[src/rtl/hold_time_button_mode_controller_macros.svh]
// Assertion helpers used by the controller RTL.
`ifndef HOLD_TIME_BUTTON_MODE_CONTROLLER_MACROS_SVH
`define HOLD_TIME_BUTTON_MODE_CONTROLLER_MACROS_SVH

// Condition holds at every clock edge out of reset.
`define HTBMC_ASSERT_ALWAYS(lbl, cond, msg) \
    lbl: assert property (@(posedge i_clk) disable iff (!i_rst_n) (cond)) else $error(msg);

// Consequent holds in the cycle after the antecedent.
`define HTBMC_ASSERT_NEXT(lbl, ante, cons, msg) \
    lbl: assert property (@(posedge i_clk) disable iff (!i_rst_n) (ante) |=> (cons)) \
        else $error(msg);

// Consequent holds in the same cycle as the antecedent.
`define HTBMC_ASSERT_SAME(lbl, ante, cons, msg) \
    lbl: assert property (@(posedge i_clk) disable iff (!i_rst_n) (ante) |-> (cons)) \
        else $error(msg);

`endif

[src/rtl/htbmc_pkg.sv]
package htbmc_pkg;

    // Action codes reported per item
    typedef enum logic [2:0] {
        ACT_NONE    = 3'd0,
        ACT_STEP    = 3'd1,
        ACT_SERIES  = 3'd2,
        ACT_ADDED   = 3'd3,
        ACT_TOGGLED = 3'd4,
        ACT_CLEARED = 3'd5
    } t_action;

    // Indicator codes
    localparam logic [1:0] IND_NORMAL = 2'd0;
    localparam logic [1:0] IND_ADD    = 2'd1;
    localparam logic [1:0] IND_TOGGLE = 2'd2;

    // Configuration register indexes
    localparam int unsigned CFG_AW = 3;
    localparam logic [CFG_AW-1:0] CFG_STEP_HOLD   = 3'd0;
    localparam logic [CFG_AW-1:0] CFG_SERIES_HOLD = 3'd1;
    localparam logic [CFG_AW-1:0] CFG_ADD_HOLD    = 3'd2;
    localparam logic [CFG_AW-1:0] CFG_TOGGLE_HOLD = 3'd3;
    localparam logic [CFG_AW-1:0] CFG_CLEAR_HOLD  = 3'd4;

    // Field widths
    localparam int unsigned HOLD_W   = 16;
    localparam int unsigned MODE_W   = 4;
    localparam int unsigned SERIES_W = 2;
    localparam int unsigned SLOT_W   = 4;
    localparam int unsigned IN_TW    = 8;
    localparam int unsigned OUT_TW   = 24;

    // Threshold reset values
    localparam logic [HOLD_W-1:0] STEP_HOLD_RST   = 16'd14;
    localparam logic [HOLD_W-1:0] SERIES_HOLD_RST = 16'd700;
    localparam logic [HOLD_W-1:0] ADD_HOLD_RST    = 16'd3000;
    localparam logic [HOLD_W-1:0] TOGGLE_HOLD_RST = 16'd10000;
    localparam logic [HOLD_W-1:0] CLEAR_HOLD_RST  = 16'd18000;

    localparam logic [MODE_W-1:0]   MODE_FIRST   = 4'd1;
    localparam logic [MODE_W-1:0]   MODE_DARK    = 4'd0;
    localparam logic [SERIES_W-1:0] SERIES_ONE   = 2'd1;
    localparam logic [SERIES_W-1:0] SERIES_TWO   = 2'd2;

    // Favorites store access issued by the controller
    typedef struct packed {
        logic                we;
        logic                re;
        logic [MODE_W-1:0]   mode;
        logic [SERIES_W-1:0] series;
    } t_fav_req;

    // Registered view of the state after the last item
    typedef struct packed {
        t_action             action;
        logic [1:0]          indicator;
        logic [MODE_W-1:0]   mode;
        logic [SERIES_W-1:0] series;
        logic                play;
        logic                count_nz;
    } t_view;

endpackage

[src/rtl/htbmc_fav_store.sv]
module htbmc_fav_store #(
    parameter int unsigned DEPTH = 16,
    parameter int unsigned AW    = 4
) (
    input  logic                               i_clk,
    input  htbmc_pkg::t_fav_req                i_req,
    input  logic [AW-1:0]                      i_waddr,
    input  logic [AW-1:0]                      i_raddr,
    output logic [htbmc_pkg::MODE_W-1:0]       o_rd_mode,
    output logic [htbmc_pkg::SERIES_W-1:0]     o_rd_series
);

    localparam int unsigned DW = htbmc_pkg::MODE_W + htbmc_pkg::SERIES_W;

    logic [DW-1:0] r_mem [DEPTH];
    logic [DW-1:0] r_rd_data;

    // Single write port
    always_ff @(posedge i_clk) begin
        if (i_req.we) begin
            r_mem[i_waddr] <= {i_req.series, i_req.mode};
        end
    end

    // Registered read, held while no item is taken
    always_ff @(posedge i_clk) begin
        if (i_req.re) begin
            r_rd_data <= r_mem[i_raddr];
        end
    end

    assign o_rd_mode   = r_rd_data[htbmc_pkg::MODE_W-1:0];
    assign o_rd_series = r_rd_data[DW-1:htbmc_pkg::MODE_W];

endmodule

[src/rtl/htbmc_ctrl.sv]
`include "hold_time_button_mode_controller_macros.svh"

module htbmc_ctrl #(
    parameter int unsigned FAV_DEPTH  = 16,
    parameter int unsigned MODE_COUNT = 9,
    parameter int unsigned AW         = 4,
    parameter int unsigned CW         = 5
) (
    input  logic                              i_clk,
    input  logic                              i_rst_n,
    // config
    input  logic                              i_cfg_we,
    input  logic [htbmc_pkg::CFG_AW-1:0]      i_cfg_addr,
    input  logic [htbmc_pkg::HOLD_W-1:0]      i_cfg_wdata,
    // input handshake
    input  logic                              i_valid,
    input  logic                              i_pressed,
    output logic                              o_ready,
    // output handshake
    output logic                              o_valid,
    input  logic                              i_ready,
    output htbmc_pkg::t_view                  o_view,
    output logic [AW-1:0]                     o_index,
    // favorites store
    output htbmc_pkg::t_fav_req               o_req,
    output logic [AW-1:0]                     o_waddr,
    output logic [AW-1:0]                     o_raddr
);

    localparam int unsigned HW = htbmc_pkg::HOLD_W;
    localparam int unsigned MW = htbmc_pkg::MODE_W;
    localparam int unsigned SW = htbmc_pkg::SERIES_W;

    // threshold registers
    logic [HW-1:0] r_step_hold, r_series_hold, r_add_hold, r_toggle_hold, r_clear_hold;

    // hold state
    logic [HW-1:0] r_held, n_held;
    logic          r_was, n_was;
    logic [MW-1:0] r_mode, n_mode;
    logic [SW-1:0] r_series, n_series;
    logic          r_play, n_play;
    logic [CW-1:0] r_count, n_count;
    logic [AW-1:0] r_index, n_index;
    logic [1:0]    r_pend, n_pend;
    htbmc_pkg::t_action r_action, n_action;
    logic          r_out_valid;

    logic          accept;
    logic          wr_fav;
    logic [HW-1:0] held_inc;

    assign o_ready = !r_out_valid || i_ready;
    assign accept  = i_valid && o_ready;

    // Threshold writes
    always_ff @(posedge i_clk) begin
        if (!i_rst_n) begin
            r_step_hold   <= htbmc_pkg::STEP_HOLD_RST;
            r_series_hold <= htbmc_pkg::SERIES_HOLD_RST;
            r_add_hold    <= htbmc_pkg::ADD_HOLD_RST;
            r_toggle_hold <= htbmc_pkg::TOGGLE_HOLD_RST;
            r_clear_hold  <= htbmc_pkg::CLEAR_HOLD_RST;
        end else if (i_cfg_we) begin
            case (i_cfg_addr)
                htbmc_pkg::CFG_STEP_HOLD:   r_step_hold   <= i_cfg_wdata;
                htbmc_pkg::CFG_SERIES_HOLD: r_series_hold <= i_cfg_wdata;
                htbmc_pkg::CFG_ADD_HOLD:    r_add_hold    <= i_cfg_wdata;
                htbmc_pkg::CFG_TOGGLE_HOLD: r_toggle_hold <= i_cfg_wdata;
                htbmc_pkg::CFG_CLEAR_HOLD:  r_clear_hold  <= i_cfg_wdata;
                default: ;
            endcase
        end
    end

    // Hold count and classification of one item
    always_comb begin
        n_mode   = r_mode;
        n_series = r_series;
        n_play   = r_play;
        n_count  = r_count;
        n_index  = r_index;
        n_pend   = r_pend;
        n_action = htbmc_pkg::ACT_NONE;
        wr_fav   = 1'b0;
        held_inc = (i_pressed && (r_held != '1)) ? r_held + HW'(1) : r_held;

        if (i_pressed == r_was) begin
            if (held_inc > r_clear_hold) begin
                n_count  = '0;
                n_index  = '0;
                n_play   = 1'b0;
                n_pend   = htbmc_pkg::IND_NORMAL;
                n_action = htbmc_pkg::ACT_CLEARED;
            end else if (held_inc > r_toggle_hold) begin
                n_pend = htbmc_pkg::IND_TOGGLE;
                if (!i_pressed) begin
                    if (!r_play) begin
                        n_play  = 1'b1;
                        n_index = '0;
                    end else begin
                        n_play = 1'b0;
                    end
                    n_pend   = htbmc_pkg::IND_NORMAL;
                    n_action = htbmc_pkg::ACT_TOGGLED;
                end
            end else if (held_inc > r_add_hold) begin
                if (!r_play) begin
                    n_pend = htbmc_pkg::IND_ADD;
                    if (!i_pressed) begin
                        // a full list ignores the add
                        if (r_count < CW'(FAV_DEPTH)) begin
                            wr_fav  = 1'b1;
                            n_count = r_count + CW'(1);
                        end
                        n_pend   = htbmc_pkg::IND_NORMAL;
                        n_action = htbmc_pkg::ACT_ADDED;
                    end
                end
            end else if (held_inc > r_series_hold) begin
                if (!r_play && !i_pressed) begin
                    n_series = (r_series == htbmc_pkg::SERIES_ONE) ?
                               htbmc_pkg::SERIES_TWO : htbmc_pkg::SERIES_ONE;
                    n_mode   = htbmc_pkg::MODE_FIRST;
                    n_action = htbmc_pkg::ACT_SERIES;
                end
            end else if (held_inc > r_step_hold) begin
                if (!i_pressed) begin
                    if (!r_play) begin
                        n_mode = (r_mode >= MW'(MODE_COUNT)) ?
                                 htbmc_pkg::MODE_FIRST : r_mode + MW'(1);
                    end else begin
                        n_index = ((CW'(r_index) + CW'(1)) >= r_count) ?
                                  '0 : r_index + AW'(1);
                    end
                    n_action = htbmc_pkg::ACT_STEP;
                end
            end
        end

        // two released items in a row end the hold
        n_held = (!i_pressed && !r_was) ? '0 : held_inc;
        n_was  = i_pressed;
    end

    // State update on each taken item
    always_ff @(posedge i_clk) begin
        if (!i_rst_n) begin
            r_held      <= '0;
            r_was       <= 1'b0;
            r_mode      <= htbmc_pkg::MODE_FIRST;
            r_series    <= htbmc_pkg::SERIES_ONE;
            r_play      <= 1'b0;
            r_count     <= '0;
            r_index     <= '0;
            r_pend      <= htbmc_pkg::IND_NORMAL;
            r_action    <= htbmc_pkg::ACT_NONE;
            r_out_valid <= 1'b0;
        end else begin
            if (accept) begin
                r_held   <= n_held;
                r_was    <= n_was;
                r_mode   <= n_mode;
                r_series <= n_series;
                r_play   <= n_play;
                r_count  <= n_count;
                r_index  <= n_index;
                r_pend   <= n_pend;
                r_action <= n_action;
            end
            if (accept) begin
                r_out_valid <= 1'b1;
            end else if (i_ready) begin
                r_out_valid <= 1'b0;
            end
        end
    end

    // Store access: append at the fill count, read the favorite to show
    assign o_req.we     = accept && wr_fav;
    assign o_req.re     = accept;
    assign o_req.mode   = r_mode;
    assign o_req.series = r_series;
    assign o_waddr      = r_count[AW-1:0];
    assign o_raddr      = n_index;

    assign o_valid          = r_out_valid;
    assign o_index          = r_index;
    assign o_view.action    = r_action;
    assign o_view.indicator = r_pend;
    assign o_view.mode      = r_mode;
    assign o_view.series    = r_series;
    assign o_view.play      = r_play;
    assign o_view.count_nz  = (r_count != '0);

    `HTBMC_ASSERT_ALWAYS(a_count_max, r_count <= CW'(FAV_DEPTH), "favorite count past depth")
    `HTBMC_ASSERT_ALWAYS(a_index_in_list, (CW'(r_index) < r_count) || ((r_count == '0) && (r_index == '0)), "favorite index outside list")
    `HTBMC_ASSERT_SAME(a_write_play_off, o_req.we, !r_play && accept, "store written during playback")
    `HTBMC_ASSERT_NEXT(a_clear_empties, accept && (n_action == htbmc_pkg::ACT_CLEARED), (r_count == '0) && !r_play, "clear left favorites")

endmodule

[src/rtl/hold_time_button_mode_controller.sv]
// Hold-time button mode controller.
// Slave stream: one sampled button level per item (tdata bit 0, 1 = pressed).
// Master stream: one result item per input item, carrying the action, save
// request, indicator and the selection to display.
// Config port: i_cfg_we writes i_cfg_wdata to threshold i_cfg_addr
// (0 step, 1 series, 2 add, 3 toggle, 4 clear); other indexes are ignored.
// Write thresholds only while no item is in flight.
// Latency: the result of an item is valid on the cycle after it is taken.
// Throughput: one item per cycle while the receiver is ready; all hold state is registered together and
// the favorites memory is read once per item through its registered read port.
// A stalled receiver holds the result; a new item is taken in the same cycle
// the waiting result is taken, otherwise o_s_tready stays low.
// Reset: thresholds return to 14/700/3000/10000/18000, mode and series to 1,
// favorites list empty, playback off. The memory needs no clearing pass.

module hold_time_button_mode_controller #(
    parameter int unsigned FAV_DEPTH  = 16,
    parameter int unsigned MODE_COUNT = 9
) (
    input  logic                                 i_clk,
    input  logic                                 i_rst_n,
    // configuration write port
    input  logic                                 i_cfg_we,
    input  logic [htbmc_pkg::CFG_AW-1:0]         i_cfg_addr,
    input  logic [htbmc_pkg::HOLD_W-1:0]         i_cfg_wdata,
    // input stream
    input  logic                                 i_s_tvalid,
    output logic                                 o_s_tready,
    input  logic [htbmc_pkg::IN_TW-1:0]          i_s_tdata,  // [0] button_pressed
    // output stream
    output logic                                 o_m_tvalid,
    input  logic                                 i_m_tready,
    // [2:0] action, [3] save_request, [5:4] indicator, [9:6] shown_mode,
    // [11:10] shown_series, [12] favorites_on, [16:13] favorite_slot
    output logic [htbmc_pkg::OUT_TW-1:0]         o_m_tdata
);

    localparam int unsigned FAV_AW = (FAV_DEPTH > 1) ? $clog2(FAV_DEPTH) : 1;
    localparam int unsigned FAV_CW = $clog2(FAV_DEPTH + 1);

    htbmc_pkg::t_fav_req                 fav_req;
    htbmc_pkg::t_view                    view;
    logic [FAV_AW-1:0]                   fav_waddr;
    logic [FAV_AW-1:0]                   fav_raddr;
    logic [FAV_AW-1:0]                   fav_index;
    logic [htbmc_pkg::MODE_W-1:0]        rd_mode;
    logic [htbmc_pkg::SERIES_W-1:0]      rd_series;
    logic [htbmc_pkg::MODE_W-1:0]        shown_mode;
    logic [htbmc_pkg::SERIES_W-1:0]      shown_series;

    htbmc_ctrl #(
        .FAV_DEPTH  (FAV_DEPTH),
        .MODE_COUNT (MODE_COUNT),
        .AW         (FAV_AW),
        .CW         (FAV_CW)
    ) u_ctrl (
        .i_clk       (i_clk),
        .i_rst_n     (i_rst_n),
        .i_cfg_we    (i_cfg_we),
        .i_cfg_addr  (i_cfg_addr),
        .i_cfg_wdata (i_cfg_wdata),
        .i_valid     (i_s_tvalid),
        .i_pressed   (i_s_tdata[0]),
        .o_ready     (o_s_tready),
        .o_valid     (o_m_tvalid),
        .i_ready     (i_m_tready),
        .o_view      (view),
        .o_index     (fav_index),
        .o_req       (fav_req),
        .o_waddr     (fav_waddr),
        .o_raddr     (fav_raddr)
    );

    htbmc_fav_store #(
        .DEPTH (FAV_DEPTH),
        .AW    (FAV_AW)
    ) u_fav_store (
        .i_clk       (i_clk),
        .i_req       (fav_req),
        .i_waddr     (fav_waddr),
        .i_raddr     (fav_raddr),
        .o_rd_mode   (rd_mode),
        .o_rd_series (rd_series)
    );

    // Displayed selection: current one, stored favorite, or dark on empty list
    always_comb begin
        if (!view.play) begin
            shown_mode   = view.mode;
            shown_series = view.series;
        end else if (view.count_nz) begin
            shown_mode   = rd_mode;
            shown_series = rd_series;
        end else begin
            shown_mode   = htbmc_pkg::MODE_DARK;
            shown_series = htbmc_pkg::SERIES_ONE;
        end
    end

    assign o_m_tdata = {
        7'd0,
        htbmc_pkg::SLOT_W'(fav_index),
        view.play,
        shown_series,
        shown_mode,
        view.indicator,
        (view.action != htbmc_pkg::ACT_NONE),
        view.action
    };

endmodule

[config.mk]
export PLATFORM = sky130hd
export DESIGN_NAME = hold_time_button_mode_controller
export DESIGN_NICKNAME = d
export VERILOG_FILES = /design/src/rtl/htbmc_pkg.sv /design/src/rtl/htbmc_fav_store.sv /design/src/rtl/htbmc_ctrl.sv /design/src/rtl/hold_time_button_mode_controller.sv
export VERILOG_INCLUDE_DIRS = /design/src /design/src/rtl
export SDC_FILE = /design/constraint.sdc
export NUM_CORES = 1
export LEC_CHECK = 0
export BUFFER_PORTS_ARGS = -buffer_cell sky130_fd_sc_hd__buf_2
export CAP_MARGIN = 20
export CORE_ASPECT_RATIO = 2
export CORE_MARGIN = 1
export CORE_UTILIZATION = 65
export DETAILED_ROUTE_END_ITERATION = 8
export PLACE_DENSITY_LB_ADDON = 0.3
export SLEW_MARGIN = 10
export SYNTH_ARGS = -nofsm -noshare
export SYNTH_HDL_FRONTEND = slang
export SYNTH_HIERARCHICAL = 1
export SYNTH_SLANG_ARGS = --single-unit
[constraint.sdc]
create_clock -name i_clk -period 12.7 [get_ports i_clk]
set_clock_uncertainty 0.05 [all_clocks]
set_input_delay 2.54 -clock i_clk [delete_from_list [all_inputs] [get_ports i_clk]]
set_output_delay 2.54 -clock i_clk [all_outputs]
set_load 0.01 [all_outputs]
Word-level counts from Yosys, hierarchy flattened:

Memories as Yosys holds them, arrays and structs flattened. A register that Yosys moved wholly into a read port is not among the register bits.
Index checks and enable logic that the tools add are counted.

* bits in registers: 119
* RAM bits: 96
* output and inout port bits: 26
* word-level logic and storage cells: 137
* memories: 1

Memories
* u_fav_store.r_mem: depth 16, width 6, rd ports 1, clocked after Yosys merged registers in 1, wr ports 1, RTL line htbmc_fav_store.sv:15 `logic [DW-1:0] r_mem [DEPTH];`

* add/sub/neg operators: 5
* $lt $le $gt $ge: 8
* eq/ne operators: 14
* multiplexer cells: 62
* bitwise operators: 3
* reductions and logical operators: 29

Operator list (number)
* > comparator 16 bit: 5
* 2-to-1 mux 4 bit: 19
* 2-to-1 mux 16 bit: 2
* 2-to-1 mux 5 bit: 6
* 2-to-1 mux 3 bit: 8
* 2-to-1 mux 2 bit: 10
* 2-to-1 mux 1 bit: 17
* adder 16 x 1 -> 16 bit (second input constant): 1
* inequality test 16 bit (second input constant): 1
* AND reduction 7 bit: 2
* AND reduction 2 bit: 5
* nonzero test 2 bit: 5
* AND reduction 9 bit: 1
* adder 4 x 1 -> 4 bit (second input constant): 2
* AND reduction 4 bit: 2
* == test 3 x 2 -> 1 bit (second input constant): 2
* inequality test 2 x 1 -> 1 bit (second input constant): 3
* inequality test 2 bit (second input constant): 3
* nonzero test 3 bit: 2
* adder 4 x 1 -> 5 bit (second input constant): 1
* adder 5 x 1 -> 5 bit (second input constant): 1
* >= comparator 5 bit: 1
* logical AND 1 bit: 5
* less-than comparator 5 bit (second input constant): 1
* other kinds (11): 16

Longest topological paths before layout:

* depth after elaboration: 11
* mapped depth: 22
* depth with buffers taken out: 19

Cells and area by module:

The synthesis kept the hierarchy.

By module, submodules not included
* htbmc_ctrl: instances 1, cells each 949, area an instance 7597.3 um^2
* htbmc_fav_store: instances 1, cells each 178, area an instance 3955.0 um^2
* hold_time_button_mode_controller: instances 1, cells each 28, area an instance 156.4 um^2

Least setup slack after synthesis:

No wires, ideal clock.

* kind: input to register
* start: input port i_s_tdata[0] in the netlist's numbering
* end: register u_fav_store.r_rd_data[3], read port of u_fav_store.r_mem (data pin)
* library setup time: 259 ps
* arrival time: 7607 ps
* required time: 12391 ps
* slack: 4784 ps
* stages: 19
* buffers on the path: 3
* cells stage by stage: clkbuf_1 o211ai_1 nor3_1 nand3_1 xnor2_1 ha_1 a211oi_1 o22a_1 a21oi_1 a2111oi_0 a31oi_1 or4_1 or2_1 mux2i_1 buf_6 buf_6 mux4_1 a22oi_1 nand2_1

* longest elaborated chain between the ends: 9
* elaborated cells on any way between the ends: 16
* those cells by class: order compare (5); eq/ne (1); mux (9); reduce/logical (1)

Ends and longest elaborated chain
* start, declared: RTL line hold_time_button_mode_controller.sv:29 `input logic [htbmc_pkg::IN_TW-1:0] i_s_tdata,`
* logical AND 1 bit: RTL line htbmc_ctrl.sv:86 `held_inc = (i_pressed && (r_held != '1)) ? r_held + HW'(1) : r_held;`
* 2-to-1 mux 16 bit: RTL line htbmc_ctrl.sv:86
* > comparator 16 bit: RTL line htbmc_ctrl.sv:127 `end else if (held_inc > r_step_hold) begin`
* 2-to-1 mux 4 bit: RTL line htbmc_ctrl.sv:127
* 2-to-1 mux 4 bit: RTL line htbmc_ctrl.sv:120 `end else if (held_inc > r_series_hold) begin`
* 2-to-1 mux 4 bit: RTL line htbmc_ctrl.sv:107 `end else if (held_inc > r_add_hold) begin`
* 2-to-1 mux 4 bit: RTL line htbmc_ctrl.sv:95 `end else if (held_inc > r_toggle_hold) begin`
* 2-to-1 mux 4 bit: RTL line htbmc_ctrl.sv:89 `if (held_inc > r_clear_hold) begin`
* 2-to-1 mux 4 bit *: RTL line htbmc_ctrl.sv:88 `if (i_pressed == r_was) begin`
* via fav_raddr[0]: RTL line hold_time_button_mode_controller.sv:44 `logic [FAV_AW-1:0] fav_raddr;`
* end, declared: RTL line htbmc_fav_store.sv:16 `logic [DW-1:0] r_rd_data;`

Mark *: on every way through the listed nets, which the timed path passes. The rest lies on a longest branch.
A chain may end at the register's enable or synchronous reset.

Worst setup path in the final report:

Same ends and word-level chain as after synthesis.

==> results.cfg <==
[logic_synthesis]
seq_total_area_yosys = 0.465
synth.largest_area_cell = sky130_fd_sc_hd__edfxtp_1
synth-edff-count = 102
yosys_warnings = 6
synth.area.top_cells = sky130_fd_sc_hd__edfxtp_1 26%, sky130_fd_sc_hd__dfxtp_1 20%, sky130_fd_sc_hd__ha_1 9.4%
syn-instance-count = 1155
ys.flop_type = sky130_fd_sc_hd__dfxtp_1
synth_seq_cells = 221
syn_std_cell_area_mm2 = 0.0117
synth-async-reset-ratio = 0
synth.avg_cell_area_um2 = 10.1
yosys.cell_types.count = 74
synthDominantCellAreaShare = 0.262

[clock_network]
cts_setup_buffers = 0
clkSlewWorstSetupHoldPaths_ns = 0.07
clk_latency_ns = 0.50
clock_path_buffers = 3
cts_resized = 0
numClockSinks = 221
tritoncts = built
cts_buffers = 20
h_tree_depth = 1
clock_tree.root_cell = sky130_fd_sc_hd__clkbuf_16
cts_hold_buf = 0

[run]
maxCapViolCount = 0

[run_status]
status = complete, no violations

[timing]
post_route_worst_setup_slack_ns = 3.83
max_slew.worst_pin.slew_ns = 1.07
max_freq_ghz = 0.113
min_period_over_period = 0.699
final_max_slew_viol_count = 0
finalSetupTns_ns = 0
post-route-min-period_ns = 8.87
unrepaired_setup_endpoints_after_global_routing = false
slew-limit-headroom = 0.281
final-setup-viol-count = 0
timing_hold_violations_final = 0
worst_hold_margin_ns = 0.418

[detailed_routing]
wl_per_cell_um = 21.0
drc_errors = 0
post_drt_via_cell_ratio = 6.24
drt_pass_1_iters = 6
drt.antenna.violating_nets = 0
route.vias.total = 8714
detail_route.iter0.violations = 472
wirelength_um = 29400

[final_layout]
final_common_cell = sky130_fd_sc_hd__nand2_1
area.growth.synth_to_final_pct = 7.74
most-common-layout-cells = 185 x sky130_fd_sc_hd__nand2_1, 119 x sky130_fd_sc_hd__dfxtp_1, 102 x sky130_fd_sc_hd__edfxtp_1
final_core_utilization = 0.713
post_route_cells_drive_above_1_share = 0.0931
stdcell_count = 1396
finalNetCount = 1288

[critical_path]
worstSetupEndpointType = flop
timing.rr.start = u_ctrl/r_held[0]$_SDFFE_PN0P_
critPathBufInv = 3
critPathTopFamily = simple AND/OR/NAND/NOR gates
crit_path_start = i_s_tdata[0]
critical_path.max_fanout = 24
worst-setup-path-type = in -> reg
crit_path_cell_trace = buf_2 -> o211ai_1 -> nor3_1 -> nand3_1 -> xnor2_1 -> ha_1 -> a211oi_1 -> o22a_1 -> a21oi_1 -> a2111oi_0 -> a31oi_1 -> buf_4 -> or4_1 -> or2_1 -> mux2i_4 -> buf_4 -> mux4_1 -> a22oi_1 -> nand2_1
delay_contributed_by_the_slowest_stage_of_the_critical_path_ns = 0.87
cpMaxStageDelayCell = sky130_fd_sc_hd__nor3_1
critPathMostFrequentCell = sky130_fd_sc_hd__buf_4
critical_path_arrival_ns = 9.08
setup.worst_path.start_class = input pin
worst-endpoint-required_ns = 12.90

[global_route]
grt_first_pass_wirelength_um = 46300
first_global_vias = 8755
initial_antenna_violation_count = 1
largest_net_degree_at_the_start_of_global_routing = 64
grtUsageTotal = 0.325
grt.overflow.total = 0

[floorplan]
fp.dieH_um = 192
design.core.area_mm2 = 0.0177
ios = 58
floorplan.die_area_mm2 = 0.0186
fp-row-count = 69
fp.dieW_um = 96.9
initial_utilization = 0.662

[power_and_ir_drop]
internal-power_mw = 1.13
switchingPower_uw = 324
power.static_leakage_nw = 4.80
power.share.switching = 0.223
pwr-share-seq = 0.515
p_per_area_mw_per_mm2 = 116
power_frac_clock = 0.429
power.share.combinational = 0.055
irDropWorstVdd_v = 0.000125

[place]
io_port_bufs = 43
dp_hpwl_um = 21500
numPlacedInstances = 1359
gpl.final_weighted_congestion = 0.937
place_worst_setup_slack_ns = 3.43

[worst_hold_path]
holdCritStartpoint = u_ctrl/r_clear_hold[8]$_SDFFE_PN0P_
min_path_type = reg -> reg
-- through the flow --
step / cell area, um^2 / power, mW
after floorplan: 11700 / 0.823
after global routing: 12600 / 1.50
final: 12600 / 1.46
after detailed placement: 11900 / 0.847
after global placement: 11900 / 0.845
after CTS: 12600 / 1.46
-- power by group through the flow --
stage	Clock (mW)	Combinational [mW]	Sequential [mW]
2_1_floorplan	0	0.0581	0.765
5_1_grt	0.660	0.0888	0.751
3_3_place_gp	0	0.0784	0.766
3_5_place_dp	0	0.0800	0.767
6_report	0.626	0.0809	0.751
4_1_cts	0.634	0.0805	0.750
-- worst reg2reg max path: stages (launching register included) --
cell and delay [ns]:
sky130_fd_sc_hd__dfxtp_1 0.44, sky130_fd_sc_hd__ha_1 0.32, sky130_fd_sc_hd__nand4_1 0.14, sky130_fd_sc_hd__or3_4 0.15
sky130_fd_sc_hd__o211ai_1 0.20, sky130_fd_sc_hd__nor3_1 0.87, sky130_fd_sc_hd__nand3_1 0.24, sky130_fd_sc_hd__xnor2_1 0.65
sky130_fd_sc_hd__ha_1 0.38, sky130_fd_sc_hd__a211oi_1 0.24, sky130_fd_sc_hd__o22a_1 0.19, sky130_fd_sc_hd__a21oi_1 0.06
sky130_fd_sc_hd__a2111oi_0 0.68, sky130_fd_sc_hd__a31oi_1 0.10, sky130_fd_sc_hd__buf_4 0.21, sky130_fd_sc_hd__or4_1 0.59
sky130_fd_sc_hd__or2_1 0.29, sky130_fd_sc_hd__mux2i_4 0.14, sky130_fd_sc_hd__buf_4 0.40, sky130_fd_sc_hd__mux4_1 0.73
sky130_fd_sc_hd__a22oi_1 0.24, sky130_fd_sc_hd__nand2_1 0.07
-- synthesized netlist by cell type, types with 12 or more instances --
| library cell | number |
|---|---|
| sky130_fd_sc_hd__nand2_1 | 185 |
| sky130_fd_sc_hd__dfxtp_1 | 119 |
| sky130_fd_sc_hd__edfxtp_1 | 102 |
| sky130_fd_sc_hd__inv_1 | 101 |
| sky130_fd_sc_hd__ha_1 | 88 |
| sky130_fd_sc_hd__a21boi_0 | 68 |
| sky130_fd_sc_hd__nor2_1 | 46 |
| sky130_fd_sc_hd__clkbuf_1 | 35 |
| sky130_fd_sc_hd__o21ai_0 | 35 |
| sky130_fd_sc_hd__o211ai_1 | 29 |
| sky130_fd_sc_hd__a21oi_1 | 27 |
| sky130_fd_sc_hd__nand3_1 | 26 |
| sky130_fd_sc_hd__nand4_1 | 21 |
| sky130_fd_sc_hd__buf_4 | 20 |
| sky130_fd_sc_hd__a22oi_1 | 19 |
| sky130_fd_sc_hd__nor2b_1 | 19 |
| sky130_fd_sc_hd__or3_1 | 13 |
| sky130_fd_sc_hd__a21o_1 | 12 |
| sky130_fd_sc_hd__mux4_1 | 12 |
| sky130_fd_sc_hd__mux4_2 | 12 |
-- path summary, 6_finish.rpt --
| check | slack (ns) | end | cells past startpoint |
|---|---|---|---|
| worst min-delay path | 0.42 | u_ctrl/r_clear_hold[8]$_SDFFE_PN0P_ | 2 |
| worst max register to register | 5.04 | u_fav_store/r_rd_data[3]$_DFFE_PP_ | 21 |
| worst max-delay path | 3.83 | u_fav_store/r_rd_data[3]$_DFFE_PP_ | 19 |
| worst min register to register | 0.42 | u_ctrl/r_clear_hold[8]$_SDFFE_PN0P_ | 2 |
-- flip-flops by register name (all words and copies together), names as in the netlist --
register	flops
u_ctrl/r_add_hold	16
u_ctrl/o_valid	1
u_ctrl/r_count	5
u_fav_store/r_rd_data	6
u_ctrl/r_toggle_hold	16
u_ctrl/r_clear_hold	16
u_ctrl/r_series_hold	16
u_ctrl/o_index	4
u_ctrl/r_held	16
u_fav_store/r_mem	96
u_ctrl/r_was	1
u_ctrl/r_action	3
u_ctrl/r_series	2
u_ctrl/r_mode	4
u_ctrl/r_play	1
u_ctrl/r_step_hold	16
u_ctrl/r_pend	2
-- final cells by class --
type / count / area [um^2]
multi-input cells: 772 / 5560
flip-flops and latches: 221 / 5450
fillers: 1305 / 5080
clock buffers: 26 / 564
inverters: 102 / 383
repair buffers: 51 / 278
well taps: 213 / 267
clock inverters: 10 / 116
diodes: 1 / 2.50
-- layer usage --
layer / wire length (um) / part of all wire / vias up / GRT usage
li1: - / - / 4157 / -
met1: 9640 / 0.33 / 4169 / 0.308
met2: 16100 / 0.55 / 280 / 0.624
met3: 1130 / 0.039 / 108 / 0.0331
met4: 2530 / 0.086 / 0 / 0.261
met5: 0 / 0 / - / 0
-- cells by family (layout without fill, tap and decap cells) --
group / Yosys count / after routing / share of synthesized area
AO/OA/AOI/OAI: 250 / 250 / 0.150
XOR/XNOR: 21 / 21 / 0.0197
flip-flops: 221 / 221 / 0.465
multiplexers: 30 / 30 / 0.0554
adder cells (fa/ha/maj): 88 / 88 / 0.0940
other: 1 / 8 / 0.000320
buffers and inverters: 168 / 189 / 0.0644
AND/OR/NAND/NOR: 376 / 376 / 0.151
No activity file was read; power rests on OpenSTA's default activity.
